## src/hdl/cgss_lane_mem.sv

```systemverilog
module cgss_lane_mem #(
  parameter int unsigned DEPTH = 256,
  parameter int unsigned AW    = 8
) (
  input  logic          clk,
  input  logic          wr_en,
  input  logic [AW-1:0] wr_addr,
  input  logic [15:0]   wr_data,
  input  logic          rd_en,
  input  logic [AW-1:0] rd_addr,
  output logic [15:0]   rd_data
);

  logic [15:0] mem [DEPTH];
  logic [15:0] rd_data_r;

  always_ff @(posedge clk) begin
    if (wr_en) begin
      mem[wr_addr] <= wr_data;
    end
    if (rd_en) begin
      rd_data_r <= mem[rd_addr];
    end
  end

  assign rd_data = rd_data_r;

endmodule

```

## config.mk

```make
export PLATFORM = sky130hd
export DESIGN_NAME = cgss_lane_mem
export DESIGN_NICKNAME = d
export VERILOG_FILES = /design/src/hdl/cgss_lane_mem.sv
export SDC_FILE = /design/constraint.sdc
export NUM_CORES = 2
export LEC_CHECK = 0
export ABC_AREA = 1
export BUFFER_PORTS_ARGS = -buffer_cell sky130_fd_sc_hd__buf_2
export CAP_MARGIN = 15
export CELL_PAD_IN_SITES_DETAIL_PLACEMENT = 1
export CELL_PAD_IN_SITES_GLOBAL_PLACEMENT = 1
export CORE_MARGIN = 5
export CORE_UTILIZATION = 39
export DETAILED_ROUTE_END_ITERATION = 12
export PLACE_DENSITY_LB_ADDON = 0.1
export SETUP_SLACK_MARGIN = 0.5
export SYNTH_ARGS = -nofsm -noshare
export SYNTH_HDL_FRONTEND = slang
export SYNTH_SLANG_ARGS = --single-unit
```

## constraint.sdc

```tcl
create_clock -name clk -period 3.07 [get_ports clk]
set_input_delay 0.614 -clock clk [delete_from_list [all_inputs] [get_ports clk]]
set_output_delay 0.614 -clock clk [all_outputs]
set_load 0.01 [all_outputs]
```

==> metrics list <==
* Run status: finished clean
* Core Area: 423,700 um^2
- In this run the clock root is driven by a clkbuf_16.
- The count of cells in the finished layout, fillers not included, comes to between 20,000 and 25,000.
- Unique cell type count in the Yosys netlist: 14
- Dividing total power by cell area gives a power density of 634.7 nW/um^2.
- TritonCTS built the clock tree.
- Number of port buffers: 50
* Final setup violation count: 0
- Syn. warnings: 0
* Area growth from synthesis to final layout: 18.24%
- Between clock sinks in the finished design, the worst skew comes to 0.06650 ns.
- The cell family contributing the most delay on the critical path is simple AND/OR/NAND/NOR gates.
- STA classifies the critical path startpoint as an input pin.
- After technology mapping, the gate count stands at 13,620.
* Path category of the worst min-delay check: input pin to flop
- The finished cells cover between 150,000 and 200,000 um^2.
- For this run, the total global-route usage over all layers was measured as 26.22%.
- Detailed routing inserted a total of approximately 110k vias.
* Fin crit period: ~2.7 ns
* Total instance count after detailed placement: between 15,000 and 20,000
* Initial antenna violation count: 43
- The synthesized design contains 4,112 register bits.
- Top Ports: 51
- Detailed placement HPWL: 363,300 um
* Least setup slack across all paths after layout: 0.3563 ns
* Number of rows created at floorplan: 239
* Arrival time of the worst setup path: ~3.5 ns
- Cell taking the most area after synthesis: edfxtp_1
- Final Slew Violations: 0
* Reg clk slew, reported paths: approximately 0.06 ns
* Type of the worst setup path: input pin to flop
* Clock Path Buffers: 4
- Worst path cell trace: buf_8, buf_12, buf_4, buf_16, buf_4, nand3_1, nand3_1, nand3_1, nand3_2, nand3_2, nand3_2, nand2_1, nand2_1, nand2_1
- The share of synthesized area in the top cell type comes to between 70% and 80%.
* Endpoint kind of the worst setup timing path: flop
- Starting DRT DRC Count: around 11,000
- The average instance in the mapped netlist occupies approximately 12 um^2.
- Final Hold Fails: 0
* LEAKAGE: around 70 nW
- Number of global-route vias before repair: 115,900
- The first global-routing pass estimated around 840,000 um of wire.
- Ranked by total cell area, the synthesized netlist is headed by edfxtp_1 74%, nand3_1 12%, nand2_1 9.5%, buf_2 1.5%, buf_4 0.74%.
- The worst pin sits at a relative slew slack of 27.94%.
- Highest net fanout along the worst path: 52
- After detailed routing, the number of remaining DRC violations is 0.
- H-tree depth: 5
- Unrepaired setup endpoints after global routing: true
- In this run the remaining antenna-violating nets after routing total 0.
- Setup WS pre-CTS: -0.9192 ns
- Clock network latency to the later pin of the worst-skew pair: 1.02 ns
- Based on the critical path, the design can be clocked at up to about 370 MHz.
- Peak supply drop: roughly 0.54 mV
- The net count of the finished layout is about 14,000.
* Synthesized area: about 170,000 um^2
- Dividing the detail-routed wire length by the instance count gives roughly 29 um.
* Worst-Margin Slew: 1.077 ns
- Critical path's slowest cell: buf_16
- In this run the cell area measured after placement is 181,400 um^2.
- Final Cycle Share: 88.39%
* First-pass iteration count of the detailed router: 6
- Vias per inst: 5.573
- Of the synthesized area, sequential elements account for between 70% and 80%.
* Congestion Overflow GR: 0
- For this run, the slowest stage of the critical path takes about 0.30 ns.
* Worst path buffer plus inverter count: 5
* Weighted congestion at the end of routability-driven global placement: between 0.8 and 0.9
* Die area: ~440,000 um^2
- The number of nets handed over by synthesis was about 14,000.
* Hold_ws: between 0.06 and 0.07 ns
- Ratio of cells with drive above 1 in the final layout: roughly an eighth
- Critical Path RT: 3.81 ns
- From bottom edge to top edge, the die measures 662.2 um.
- Max Cap Viol: 0
- Starting Density: between 30 and 40%
- Clock net sink count: ~4,000
- Entering global routing, the biggest net connects 95 pins.
- The die is roughly 660 um wide.
- Clock buffers created by TritonCTS: approximately 450
- Sum of routed wire length over all layers: 586,700 um
* Utilization after layout: a little under half
## cell usage after synthesis
library cell and number:
nand2_1 4211, edfxtp_1 4112, nand3_1 4035, buf_2 495, nor2_1 283, buf_4 163, clkbuf_1 154, buf_1 70
buf_6 53, inv_1 35, inv_2 2, inv_4 2, buf_12 1, buf_8 1
## sequential cells by signal, indices dropped and copies added, names as in the netlist
| name | cells |
|---|---|
| mem | 4096 |
| rd_data | 16 |
## what timing repair did
| item | in CTS | in global routing |
|---|---|---|
| endpoints found under the hold margin | 1 | 0 |
| setup buffers | 0 | 0 |
| resized for setup | 13 | 10 |
| hold buffers | 1 | 0 |
| endpoints found under the setup margin | 14 | 11 |
| gates cloned | 0 | 3 |
## worst register-to-register path: stages (launching register included)
cell and delay [ns]:
edfxtp_1 0.36, nand2_1 0.08, nand3_1 0.08, nand3_1 0.11, nand3_1 0.23, nand3_1 0.28
nand3_1 0.29, nand3_1 0.28, buf_4 0.16, nand2_1 0.06, nand2_1 0.22, nand2_1 0.09
## worst paths after layout
path / slack (ns) / to / startpoint / depth (start not counted)
worst max-delay path: 0.36 / rd_data[4]$_DFFE_PP_ / rd_addr[1] / 14
worst min-delay path: 0.07 / mem[80][0]$_DFFE_PP_ / wr_data[0] / 1
worst max register to register: 0.56 / rd_data[8]$_DFFE_PP_ / mem[103][8]$_DFFE_PP_ / 11
worst min register to register: 1.13 / rd_data[3]$_DFFE_PP_ / mem[218][3]$_DFFE_PP_ / 10
## report_power, final
part / switching [mW] / internal [mW] / leakage, nW
logic: 6.37 / 2.54 / 25.3
registers: 0.101 / 61.9 / 37.0
clock network: 22.7 / 30.8 / 7.08
total: 29.2 / 95.3 / 69.3
## stage by stage
step | TNS [ns] | power (mW)
floorplan | 0 | 66.97
global placement | -9.540 | 71.92
detailed placement | -9.158 | 72.06
CTS | 0 | 125.5
global route | 0 | 128.4
finish | 0 | 124.5
## cells in the final DEF (no fill, tap or decap), drive strengths merged
cell | Yosys | routed
buf | 783 | 1192
bufinv | 0 | 42
clkbuf | 154 | 555
clkinv | 0 | 221
clkinvlp | 0 | 12
diode | 0 | 29
dlygate4sd3 | 0 | 1
edfxtp | 4112 | 4112
inv | 39 | 50
nand2 | 4211 | 4211
nand3 | 4035 | 4035
nor2 | 283 | 283
## per-layer routing
| metal | GRT usage [%] | part of all wire (%) |
|---|---|---|
| met5 | 0 | 0.0039 |
| met3 | 2.975 | 5.7 |
| met1 | 37.11 | 44 |
| met2 | 42.35 | 47 |
| met4 | 8.694 | 3.5 |
## logic make-up (layout without fill, tap and decap cells)
group,Yosys count,after routing,share of synthesized area [%]
other cells,0,29,0
buf+inv,976,2073,3.210
simple gates,8529,8529,22.35
flops,4112,4112,74.44
## final cells by class
class / instances / area (um^2)
Antenna cell: 29 / 72.57
Clock buffer: 552 / 11840
Clock inverter: 286 / 2592
Fill cell: 43700 / 227600
Inverter: 39 / 198.9
Multi-Input combinational cell: 8529 / 37360
Sequential cell: 4112 / 123500
Tap cell: 5663 / 7086
Timing Repair Buffer: 1196 / 13510
Power figures use the tool's default switching activity.
